$ cat src/rtl/dlfd_pkg.sv
// dlfd_pkg: shared types and constants of the delta line frame decoder
// used by every module under rtl/, no dependencies
`default_nettype none

package dlfd_pkg;

  // address bits kept on the pixel address before it is cut to the port width
  localparam int ADDR_BITS = 20;
  localparam int PIX_ADDR_W = 20;
  localparam int TRUE_ADDR_W = 28;
  localparam logic [TRUE_ADDR_W-1:0] ADDR_MASK =
    TRUE_ADDR_W'((64'd1 << ADDR_BITS) - 64'd1);

  localparam int CFG_W = 11;
  localparam logic [CFG_W-1:0] WIDTH_RESET = 11'd320;
  localparam logic [CFG_W-1:0] HEIGHT_RESET = 11'd200;
  localparam logic [1:0] REG_FRAME_WIDTH = 2'd0;
  localparam logic [1:0] REG_FRAME_HEIGHT = 2'd1;

  localparam int QDEPTH = 4;
  localparam int QPTR_W = $clog2(QDEPTH);
  localparam int QCNT_W = $clog2(QDEPTH + 1);

  // result kinds
  localparam logic [1:0] KIND_BYTE = 2'd0;
  localparam logic [1:0] KIND_FILL = 2'd1;
  localparam logic [1:0] KIND_DONE = 2'd2;
  localparam logic [1:0] KIND_ZERO = 2'd3;

  // opcode kinds, top two bits of an opcode word
  localparam logic [1:0] OP_PACKETS = 2'd0;
  localparam logic [1:0] OP_IGNORED = 2'd1;
  localparam logic [1:0] OP_LAST_PIXEL = 2'd2;
  localparam logic [1:0] OP_SKIP_LINES = 2'd3;

  typedef enum logic [3:0] {
    PH_LC_LO   = 4'd0,
    PH_LC_HI   = 4'd1,
    PH_OP_LO   = 4'd2,
    PH_OP_HI   = 4'd3,
    PH_SKIP    = 4'd4,
    PH_COUNT   = 4'd5,
    PH_DATA_LO = 4'd6,
    PH_DATA_HI = 4'd7,
    PH_FILL_LO = 4'd8,
    PH_FILL_HI = 4'd9
  } phase_t;

  // one queue entry: an optional write followed by an optional chunk end
  typedef struct packed {
    logic        wr_valid;
    logic        wr_fill;
    logic [15:0] line;
    logic [15:0] col;
    logic [15:0] value;
    logic [7:0]  fill;
    logic        end_valid;
    logic        end_zero;
  } cmd_t;

endpackage

`default_nettype wire

$ cat src/rtl/delta_line_frame_decoder_core.sv
// delta_line_frame_decoder_core: top level of the word-delta chunk decoder
// depends on dlfd_pkg, dlfd_front, dlfd_queue, dlfd_back
//
// Usage:
//   in_*   one payload byte per word: in_tdata[7:0] is the byte, in_tuser
//          is high on the first byte of a chunk.
//   out_*  frame-buffer results; out_tuser is the result kind (byte write,
//          fill run, chunk done, ended by zero count), out_tlast marks the
//          last result caused by one input byte.
//   cfg_*  frame_width at index 0, frame_height at index 1; write only
//          while no byte is in flight.
// Results go through queue, multiply stage and output register. Throughput:
//   one byte per cycle while the queue is not full; the parser handles each
//   byte in the cycle it is accepted. The output register sends one result
//   per cycle while out_tready is high; a write with a chunk end makes two results.
// A four-entry command queue sits between parser and back end; when the
//   receiver stalls the queue fills and in_tready falls once it is full.
// Reset (rst_n low, synchronous) empties queue and pipeline, loads the
//   default 320 x 200 frame and leaves the parser idle until a chunk start.
`default_nettype none

module delta_line_frame_decoder_core (
  input  wire logic        clk,
  input  wire logic        rst_n,
  input  wire logic        in_tvalid,
  output logic             in_tready,
  input  wire logic [7:0]  in_tdata,   // [7:0] data_byte
  input  wire logic        in_tuser,   // [0] chunk_start
  output logic             out_tvalid,
  input  wire logic        out_tready,
  output logic [47:0]      out_tdata,  // [19:0] pixel_address, [35:20] pixel_value,
                                       // [43:36] fill_words, [44] outside_frame
  output logic [1:0]       out_tuser,  // [1:0] result_kind
  output logic             out_tlast,  // last_for_input
  input  wire logic        cfg_we,
  input  wire logic [1:0]  cfg_index,
  input  wire logic [10:0] cfg_wdata
);

  logic [dlfd_pkg::CFG_W-1:0] width_r, height_r;
  logic           accept, push, q_pop, q_not_empty, q_full;
  dlfd_pkg::cmd_t push_cmd, q_head;
  logic [dlfd_pkg::PIX_ADDR_W-1:0] pix_addr;
  logic [15:0]    pix_value;
  logic [7:0]     fill_words;
  logic           outside;

  always_ff @(posedge clk) begin
    if (!rst_n) begin
      width_r <= dlfd_pkg::WIDTH_RESET;
      height_r <= dlfd_pkg::HEIGHT_RESET;
    end else if (cfg_we) begin
      unique case (cfg_index)
        dlfd_pkg::REG_FRAME_WIDTH: width_r <= cfg_wdata;
        dlfd_pkg::REG_FRAME_HEIGHT: height_r <= cfg_wdata;
        default: begin
        end
      endcase
    end
  end

  // no byte is taken while reset is held
  assign in_tready = rst_n && !q_full;
  assign accept = in_tvalid && in_tready;

  dlfd_front u_front (
    .clk         (clk),
    .rst_n       (rst_n),
    .accept      (accept),
    .data_byte   (in_tdata),
    .chunk_start (in_tuser),
    .frame_width (width_r),
    .cmd         (push_cmd),
    .push        (push)
  );

  dlfd_queue u_queue (
    .clk       (clk),
    .rst_n     (rst_n),
    .push      (push),
    .push_cmd  (push_cmd),
    .pop       (q_pop),
    .head      (q_head),
    .not_empty (q_not_empty),
    .full      (q_full)
  );

  dlfd_back u_back (
    .clk          (clk),
    .rst_n        (rst_n),
    .frame_width  (width_r),
    .frame_height (height_r),
    .q_head       (q_head),
    .q_not_empty  (q_not_empty),
    .q_pop        (q_pop),
    .out_valid    (out_tvalid),
    .out_ready    (out_tready),
    .out_kind     (out_tuser),
    .out_addr     (pix_addr),
    .out_value    (pix_value),
    .out_fill     (fill_words),
    .out_outside  (outside),
    .out_last     (out_tlast)
  );

  assign out_tdata = {3'd0, outside, fill_words, pix_value, pix_addr};

endmodule

`default_nettype wire

$ cat src/rtl/dlfd_front.sv
// dlfd_front: byte parser of the word-delta chunk, keeps the parse state
// and turns each byte into at most one command; uses dlfd_pkg
`default_nettype none

module dlfd_front (
  input  wire logic                       clk,
  input  wire logic                       rst_n,
  input  wire logic                       accept,
  input  wire logic [7:0]                 data_byte,
  input  wire logic                       chunk_start,
  input  wire logic [dlfd_pkg::CFG_W-1:0] frame_width,
  output dlfd_pkg::cmd_t                  cmd,
  output logic                            push
);

  dlfd_pkg::phase_t phase_r, phase_nxt;
  logic [15:0] lines_left_r, lines_left_nxt;
  logic [15:0] line_r, line_nxt;
  logic [15:0] packets_r, packets_nxt;
  logic [15:0] col_r, col_nxt;
  logic [7:0]  held_r, held_nxt;
  logic [7:0]  run_r, run_nxt;
  logic        fin_r, fin_nxt;

  always_comb begin : parse
    logic [15:0] op;
    logic        pkt_end;
    logic        line_end;
    logic [15:0] last_col;
    phase_nxt = phase_r;
    lines_left_nxt = lines_left_r;
    line_nxt = line_r;
    packets_nxt = packets_r;
    col_nxt = col_r;
    held_nxt = held_r;
    run_nxt = run_r;
    fin_nxt = fin_r;
    cmd = '0;
    pkt_end = 1'b0;
    line_end = 1'b0;
    op = {data_byte, held_r};
    last_col = (frame_width == '0) ? 16'd0 : 16'(frame_width - 1'b1);

    if (chunk_start) begin
      fin_nxt = 1'b0;
      phase_nxt = dlfd_pkg::PH_LC_LO;
      line_nxt = '0;
      packets_nxt = '0;
      col_nxt = '0;
    end

    if (!fin_nxt) begin
      unique case (phase_nxt)
        dlfd_pkg::PH_LC_LO: begin
          held_nxt = data_byte;
          phase_nxt = dlfd_pkg::PH_LC_HI;
        end
        dlfd_pkg::PH_LC_HI: begin
          lines_left_nxt = op;
          if (op == 16'd0) begin
            fin_nxt = 1'b1;
            phase_nxt = dlfd_pkg::PH_LC_LO;
            cmd.end_valid = 1'b1;
          end else begin
            phase_nxt = dlfd_pkg::PH_OP_LO;
          end
        end
        dlfd_pkg::PH_OP_LO: begin
          held_nxt = data_byte;
          phase_nxt = dlfd_pkg::PH_OP_HI;
        end
        dlfd_pkg::PH_OP_HI: begin
          phase_nxt = dlfd_pkg::PH_OP_LO;
          unique case (op[15:14])
            dlfd_pkg::OP_PACKETS: begin
              packets_nxt = op;
              col_nxt = '0;
              if (op == 16'd0) line_end = 1'b1;
              else phase_nxt = dlfd_pkg::PH_SKIP;
            end
            dlfd_pkg::OP_LAST_PIXEL: begin
              cmd.wr_valid = 1'b1;
              cmd.line = line_nxt;
              cmd.col = last_col;
              cmd.value = {8'd0, op[7:0]};
            end
            dlfd_pkg::OP_SKIP_LINES: begin
              line_nxt = line_nxt - op;
            end
            dlfd_pkg::OP_IGNORED: begin
            end
            default: begin
            end
          endcase
        end
        dlfd_pkg::PH_SKIP: begin
          col_nxt = col_nxt + 16'(data_byte);
          phase_nxt = dlfd_pkg::PH_COUNT;
        end
        dlfd_pkg::PH_COUNT: begin
          if (data_byte == 8'd0) begin
            fin_nxt = 1'b1;
            phase_nxt = dlfd_pkg::PH_LC_LO;
            cmd.end_valid = 1'b1;
            cmd.end_zero = 1'b1;
          end else if (!data_byte[7]) begin
            run_nxt = data_byte;
            phase_nxt = dlfd_pkg::PH_DATA_LO;
          end else begin
            run_nxt = 8'(9'd256 - 9'(data_byte));
            phase_nxt = dlfd_pkg::PH_FILL_LO;
          end
        end
        dlfd_pkg::PH_DATA_LO, dlfd_pkg::PH_DATA_HI: begin
          cmd.wr_valid = 1'b1;
          cmd.line = line_nxt;
          cmd.col = col_nxt;
          cmd.value = {8'd0, data_byte};
          col_nxt = col_nxt + 16'd1;
          if (phase_nxt == dlfd_pkg::PH_DATA_LO) begin
            phase_nxt = dlfd_pkg::PH_DATA_HI;
          end else begin
            run_nxt = run_nxt - 8'd1;
            if (run_nxt == 8'd0) pkt_end = 1'b1;
            else phase_nxt = dlfd_pkg::PH_DATA_LO;
          end
        end
        dlfd_pkg::PH_FILL_LO: begin
          held_nxt = data_byte;
          phase_nxt = dlfd_pkg::PH_FILL_HI;
        end
        dlfd_pkg::PH_FILL_HI: begin
          cmd.wr_valid = 1'b1;
          cmd.wr_fill = 1'b1;
          cmd.line = line_nxt;
          cmd.col = col_nxt;
          cmd.value = op;
          cmd.fill = run_nxt;
          col_nxt = col_nxt + {7'd0, run_nxt, 1'b0};
          pkt_end = 1'b1;
        end
        default: begin
          phase_nxt = dlfd_pkg::PH_LC_LO;
        end
      endcase

      if (pkt_end) begin
        packets_nxt = packets_nxt - 16'd1;
        if (packets_nxt == 16'd0) line_end = 1'b1;
        else phase_nxt = dlfd_pkg::PH_SKIP;
      end

      if (line_end) begin
        line_nxt = line_nxt + 16'd1;
        lines_left_nxt = lines_left_nxt - 16'd1;
        if (lines_left_nxt == 16'd0) begin
          fin_nxt = 1'b1;
          phase_nxt = dlfd_pkg::PH_LC_LO;
          cmd.end_valid = 1'b1;
        end else begin
          phase_nxt = dlfd_pkg::PH_OP_LO;
        end
      end
    end
  end

  assign push = accept && (cmd.wr_valid || cmd.end_valid);

  always_ff @(posedge clk) begin
    if (!rst_n) begin
      phase_r <= dlfd_pkg::PH_LC_LO;
      lines_left_r <= '0;
      line_r <= '0;
      packets_r <= '0;
      col_r <= '0;
      held_r <= '0;
      run_r <= '0;
      fin_r <= 1'b1;
    end else if (accept) begin
      phase_r <= phase_nxt;
      lines_left_r <= lines_left_nxt;
      line_r <= line_nxt;
      packets_r <= packets_nxt;
      col_r <= col_nxt;
      held_r <= held_nxt;
      run_r <= run_nxt;
      fin_r <= fin_nxt;
    end
  end

endmodule

`default_nettype wire

$ cat src/rtl/dlfd_queue.sv
// dlfd_queue: short command queue between parser and address back end
// uses dlfd_pkg for the entry type and depth
`default_nettype none

module dlfd_queue (
  input  wire logic     clk,
  input  wire logic     rst_n,
  input  wire logic     push,
  input  wire dlfd_pkg::cmd_t push_cmd,
  input  wire logic     pop,
  output dlfd_pkg::cmd_t head,
  output logic          not_empty,
  output logic          full
);

  dlfd_pkg::cmd_t entries_r [dlfd_pkg::QDEPTH];
  logic [dlfd_pkg::QPTR_W-1:0] wr_ptr_r, rd_ptr_r;
  logic [dlfd_pkg::QCNT_W-1:0] count_r;

  function automatic logic [dlfd_pkg::QPTR_W-1:0] bump(
    input logic [dlfd_pkg::QPTR_W-1:0] p
  );
    return (p == dlfd_pkg::QPTR_W'(dlfd_pkg::QDEPTH - 1)) ? '0 : p + 1'b1;
  endfunction

  assign head = entries_r[rd_ptr_r];
  assign not_empty = (count_r != '0);
  assign full = (count_r == dlfd_pkg::QCNT_W'(dlfd_pkg::QDEPTH));

  always_ff @(posedge clk) begin
    if (push) entries_r[wr_ptr_r] <= push_cmd;
  end

  always_ff @(posedge clk) begin
    if (!rst_n) begin
      wr_ptr_r <= '0;
      rd_ptr_r <= '0;
      count_r <= '0;
    end else begin
      if (push) wr_ptr_r <= bump(wr_ptr_r);
      if (pop) rd_ptr_r <= bump(rd_ptr_r);
      if (push && !pop) count_r <= count_r + 1'b1;
      else if (pop && !push) count_r <= count_r - 1'b1;
    end
  end

  // the parser only pushes on accepted bytes, and bytes are refused when full
  assert property (@(posedge clk) disable iff (!rst_n) full |-> !push)
    else $error("queue push while full");
  assert property (@(posedge clk) disable iff (!rst_n) !not_empty |-> !pop)
    else $error("queue pop while empty");

endmodule

`default_nettype wire

$ cat src/rtl/dlfd_back.sv
// dlfd_back: address multiply stage and output register, splits a command
// into a write and a chunk end result; uses dlfd_pkg
`default_nettype none

module dlfd_back (
  input  wire logic                           clk,
  input  wire logic                           rst_n,
  input  wire logic [dlfd_pkg::CFG_W-1:0]     frame_width,
  input  wire logic [dlfd_pkg::CFG_W-1:0]     frame_height,
  input  wire dlfd_pkg::cmd_t                 q_head,
  input  wire logic                           q_not_empty,
  output logic                                q_pop,
  output logic                                out_valid,
  input  wire logic                           out_ready,
  output logic [1:0]                          out_kind,
  output logic [dlfd_pkg::PIX_ADDR_W-1:0]     out_addr,
  output logic [15:0]                         out_value,
  output logic [7:0]                          out_fill,
  output logic                                out_outside,
  output logic                                out_last
);

  localparam int PROD_W = 16 + dlfd_pkg::CFG_W;
  localparam int LIMIT_W = 2 * dlfd_pkg::CFG_W;

  logic [LIMIT_W-1:0] limit_r;
  logic               s1_valid_r;
  dlfd_pkg::cmd_t     s1_cmd_r;
  logic [PROD_W-1:0]  s1_prod_r;
  logic               s1_wr_sent_r;

  logic               out_valid_r;
  logic [1:0]         out_kind_r;
  logic [dlfd_pkg::PIX_ADDR_W-1:0] out_addr_r;
  logic [15:0]        out_value_r;
  logic [7:0]         out_fill_r;
  logic               out_outside_r;
  logic               out_last_r;

  logic out_load, sending_wr, s1_pop;
  logic [dlfd_pkg::TRUE_ADDR_W-1:0] true_addr;

  assign out_load = s1_valid_r && (!out_valid_r || out_ready);
  assign sending_wr = s1_cmd_r.wr_valid && !s1_wr_sent_r;
  assign s1_pop = out_load && (!sending_wr || !s1_cmd_r.end_valid);
  assign q_pop = q_not_empty && (!s1_valid_r || s1_pop);
  assign true_addr = dlfd_pkg::TRUE_ADDR_W'(s1_prod_r) +
                     dlfd_pkg::TRUE_ADDR_W'(s1_cmd_r.col);

  // frame size must change only while idle (not enforced here), so a running product is enough
  always_ff @(posedge clk) begin
    limit_r <= LIMIT_W'(frame_width) * LIMIT_W'(frame_height);
  end

  always_ff @(posedge clk) begin
    if (!rst_n) begin
      s1_valid_r <= 1'b0;
      s1_wr_sent_r <= 1'b0;
    end else begin
      if (q_pop) begin
        s1_valid_r <= 1'b1;
        s1_wr_sent_r <= 1'b0;
      end else if (s1_pop) begin
        s1_valid_r <= 1'b0;
        s1_wr_sent_r <= 1'b0;
      end else if (out_load && sending_wr) begin
        s1_wr_sent_r <= 1'b1;
      end
    end
  end

  always_ff @(posedge clk) begin
    if (q_pop) begin
      s1_cmd_r <= q_head;
      s1_prod_r <= PROD_W'(q_head.line) * PROD_W'(frame_width);
    end
  end

  always_ff @(posedge clk) begin
    if (!rst_n) begin
      out_valid_r <= 1'b0;
    end else if (out_load) begin
      out_valid_r <= 1'b1;
    end else if (out_ready) begin
      out_valid_r <= 1'b0;
    end
  end

  always_ff @(posedge clk) begin
    if (out_load) begin
      if (sending_wr) begin
        out_kind_r <= s1_cmd_r.wr_fill ? dlfd_pkg::KIND_FILL : dlfd_pkg::KIND_BYTE;
        out_addr_r <= dlfd_pkg::PIX_ADDR_W'(true_addr & dlfd_pkg::ADDR_MASK);
        out_value_r <= s1_cmd_r.value;
        out_fill_r <= s1_cmd_r.fill;
        out_outside_r <= (true_addr >= dlfd_pkg::TRUE_ADDR_W'(limit_r));
        out_last_r <= !s1_cmd_r.end_valid;
      end else begin
        out_kind_r <= s1_cmd_r.end_zero ? dlfd_pkg::KIND_ZERO : dlfd_pkg::KIND_DONE;
        out_addr_r <= '0;
        out_value_r <= '0;
        out_fill_r <= '0;
        out_outside_r <= 1'b0;
        out_last_r <= 1'b1;
      end
    end
  end

  assign out_valid = out_valid_r;
  assign out_kind = out_kind_r;
  assign out_addr = out_addr_r;
  assign out_value = out_value_r;
  assign out_fill = out_fill_r;
  assign out_outside = out_outside_r;
  assign out_last = out_last_r;

  assert property (@(posedge clk) disable iff (!rst_n)
    s1_valid_r |-> (s1_cmd_r.wr_valid || s1_cmd_r.end_valid))
    else $error("empty command reached the multiply stage");
  assert property (@(posedge clk) disable iff (!rst_n)
    s1_wr_sent_r |-> (s1_valid_r && s1_cmd_r.wr_valid && s1_cmd_r.end_valid))
    else $error("write marked sent on a command without a chunk end");
  assert property (@(posedge clk) disable iff (!rst_n)
    (out_valid_r && (out_kind_r == dlfd_pkg::KIND_DONE ||
                     out_kind_r == dlfd_pkg::KIND_ZERO)) |-> out_last_r)
    else $error("chunk end result not marked last");
  assert property (@(posedge clk) disable iff (!rst_n)
    (out_load && sending_wr && s1_cmd_r.end_valid) |=> (s1_valid_r && s1_wr_sent_r))
    else $error("chunk end lost after its write");

endmodule

`default_nettype wire
$ cat config.mk
export PLATFORM = sky130hd
export DESIGN_NAME = delta_line_frame_decoder_core
export DESIGN_NICKNAME = d
export VERILOG_FILES = /design/src/rtl/dlfd_pkg.sv /design/src/rtl/delta_line_frame_decoder_core.sv /design/src/rtl/dlfd_front.sv /design/src/rtl/dlfd_queue.sv /design/src/rtl/dlfd_back.sv
export SDC_FILE = /design/constraint.sdc
export NUM_CORES = 2
export LEC_CHECK = 0
export BUFFER_PORTS_ARGS = -buffer_cell sky130_fd_sc_hd__clkbuf_2
export CAP_MARGIN = 10
export CORE_MARGIN = 2
export CORE_UTILIZATION = 69
export CTS_BUF_LIST = sky130_fd_sc_hd__clkbuf_4 sky130_fd_sc_hd__clkbuf_8 sky130_fd_sc_hd__clkbuf_16
export DETAILED_ROUTE_END_ITERATION = 6
export GPL_TIMING_DRIVEN = 0
export PLACE_DENSITY_LB_ADDON = 0.08
export SLEW_MARGIN = 20
export SYNTH_ARGS = -nofsm -noshare
export SYNTH_HDL_FRONTEND = slang
export SYNTH_SLANG_ARGS = --single-unit
$ cat constraint.sdc
create_clock -name clk -period 15.12 [get_ports clk]
set_input_delay 1.512 -clock clk [delete_from_list [all_inputs] [get_ports clk]]
set_output_delay 1.512 -clock clk [all_outputs]
set_load 0.03 [all_outputs]
==> reports/metrics.cfg <==
[status]
outcome=finished with violations
violations=design-rule violations

[grt]
overflow=0
grt.total_usage=0.389
antenna_found_initial=2
grt_pass1_wl_mm=150
grt_start_max_net_pins=58
grt_pass1_vias=27078

[setup_path]
cp.arrival_ns=10.75
critPathMaxFanout=10
worst_ep_required_time_ns=15.63
start_kind=input pin
slowest_delay_ns=0.71
criticalPathCategory=input pin to register
cp_common_cell=clkbuf_1
worstSetupEndpointType=register
cp_slowest_cell=clkbuf_1

[cells_and_area]
nets=3870
final_core_util=0.763
synthToLayoutAreaGrowth_pct=9.29
drive_above_1_share=0.0785

[floorplan]
die_area_um2=51200
coreArea_um2=48800
rows=81
die_width_um=226
start_util=0.698
die_y_um=226
ioPinCount=80

[synthesis]
yosysTopAreaCell=edfxtp_1
synth_area_leaders=edfxtp_1 32%, fa_1 12%, dfxtp_1 8.3%, ha_1 7.7%, nand2_1 4.1%
yosysWarnings=0
netlist_instances=3288
synth.most_common_cell=nand2_1
synthArstFlopShare=0
avgSynthCellArea_um2=10.4
synth-edff-count=359
synthTopCellsByCount=374 x nand2_1, 359 x edfxtp_1, 343 x inv_1
ys_seq_area_frac=0.399
yosys.area.top_type_share=0.316
ys_types=85
yosys_register_bits=500
syn-cell-area_um2=34100
synth_ff_type=edfxtp_1

[sta]
slew_violations=0
fmax_mhz=97.6
rsz0062_at_grt=false
fin_crit_sh=0.678
finalHoldViolCount=0
setup_violations=0
fin_tns_setup_ns=0
fin_ws_ns=4.87
timing.slew.headroom=0.145
finClkSkew_ns=0.0414
period_minus_slack_ns=10.25
hold_ws_ns=0.454
tightest_slew_ns=1.28

[route]
postRouteAntennaNets=0
wl_per_cell_um=23.7
drtIter0Drc=2828
drcViolationCount=2
vias=26445
dr.pass1.iters=7
totalWireLength_mm=98.0
viasPerCell=6.40

[power]
total_leakage_power_nw=15.4
powerDensity_nw_per_um2=126
irDropWorstVdd_v=0.000118

[clock_tree]
cts_sinks=500
clockBufferDepth=3
post_cts_buffers=0
cts_tree=done
cts_buffers=51
cts-root-buf=clkbuf_16
cts-hold-fix-buffers=0
cts_max_level=2
cts.reportedPaths.clkPinSlew_ns=0.06
clk_latency_ns=0.62
cts.repair.resized=0

[placed_design]
place_ws_ns=4.44
dp_hpwl_mm=71.0
port_buffers=74
gp_congestion=0.995

[run]
maxCapViolations=0

[min_path]
min_path_type=register to register

-- worst paths after layout --
check,startpoint,endpoint,slack (ns),cells past startpoint
worst min register to register,u_front.line_r[8]$_SDFFE_PN0P_,u_front.line_r[8]$_SDFFE_PN0P_,0.45,2
worst max register to register,register,u_back.s1_prod_r[26]$_DFFE_PP_,6.96,24
worst min-delay path,u_front.line_r[8]$_SDFFE_PN0P_,u_front.line_r[8]$_SDFFE_PN0P_,0.45,2
worst max-delay path,in_tuser,u_queue.count_r[2]$_SDFFE_PN0P_,4.87,25
-- layout make-up --
cell class,instances,area [um2]
multi-input combinational,2271,18500
sequential,500,13600
fill,3251,11600
clock buffer,64,1420
inverter,343,1290
tap,664,831
buffer,176,692
timing repair buffer,81,548
clock inverter,31,335
antenna,2,5.00
-- power breakdown --
group / switching, mW / internal, mW / leakage (nW)
registers: 0.0806 / 1.72 / 4.95
clock network: 0.558 / 0.756 / 0.870
logic: 1.02 / 0.569 / 9.58
total: 1.66 / 3.05 / 15.4
-- placed cells by master (no fill, tap or decap), types with 8 or more instances in the layout --
master / synthesis / final
and2_1: 215 / 211
nor2b_1: 56 / 55
o21ai_0: 133 / 132
inv_1: 343 / 342
fa_1: 210 / 210
nand2_1: 374 / 374
dfxtp_1: 141 / 141
xnor2_1: 93 / 93
nor4_1: 19 / 19
nor2_1: 163 / 163
o211ai_1: 16 / 16
clkinv_2: 0 / 9
ha_1: 209 / 209
a211o_1: 9 / 9
clkbuf_1: 158 / 158
nand4_1: 16 / 16
a21boi_0: 32 / 32
clkbuf_4: 0 / 8
a21oi_1: 120 / 120
a31oi_1: 20 / 20
nor3b_1: 16 / 16
nand2b_1: 30 / 30
o21bai_1: 15 / 15
o21a_1: 19 / 19
o31ai_1: 10 / 9
nor3_1: 66 / 66
a22oi_1: 29 / 29
a211oi_1: 11 / 11
or3_1: 18 / 18
a21o_1: 26 / 26
edfxtp_1: 359 / 359
nand3_1: 82 / 82
mux2i_1: 17 / 17
xor2_1: 40 / 40
clkbuf_16: 0 / 52
clkbuf_2: 0 / 74
mux4_2: 61 / 61
o22ai_1: 10 / 10
and3_1: 13 / 13
buf_1: 11 / 11
-- layer usage --
layer  GRT usage  wire (um)
met1       0.466      35000
met2       0.657      46900
met3      0.0627       8800
met4       0.250       7200
met5           0          0
-- stage by stage --
| step | area (um2) | power [mW] | instances |
|---|---|---|---|
| 4_1_cts | 37300 | 4.69 | 4130 |
| 2_1_floorplan | 34100 | 2.87 | 3290 |
| 3_5_place_dp | 35500 | 3.38 | 4035 |
| 3_3_place_gp | 35300 | 3.29 | 4028 |
| 5_1_grt | 37300 | 4.92 | 4131 |
| 6_report | 37300 | 4.70 | 4132 |
-- critical path, delay by kind of cell --
kind                       cells  cell delay (ns)
adders and majority gates      3             0.87
xor gates and xnor gates       2             0.46
and+or+nand+nor                4             1.20
buffers and inverters          9             4.11
muxes                          1             0.23
AOI/OAI and AO/OA              6             2.33
-- flip-flops by register name, indices dropped and copies added, names as in the netlist, 11 cells and up, named ones only --
signal,cells
u_queue.entries_r,240
u_back.s1_cmd_r,44
u_back.s1_prod_r,27
u_back.limit_r,22
u_back.out_addr,20
u_back.out_value,16
u_front.col_r,16
u_front.line_r,16
u_front.lines_left_r,16
u_front.packets_r,16
height_r,11
width_r,11
-- kinds of logic after synthesis --
| logic type | synth area share |
|---|---|
| compound gates | 0.101 |
| xor+xnor | 0.0342 |
| fa+ha+maj | 0.200 |
| buf+inv | 0.0580 |
| flops | 0.399 |
| mux | 0.0459 |
| other cells | 0.000110 |
| simple gates | 0.162 |
No activity file was read; power rests on OpenSTA's default activity.
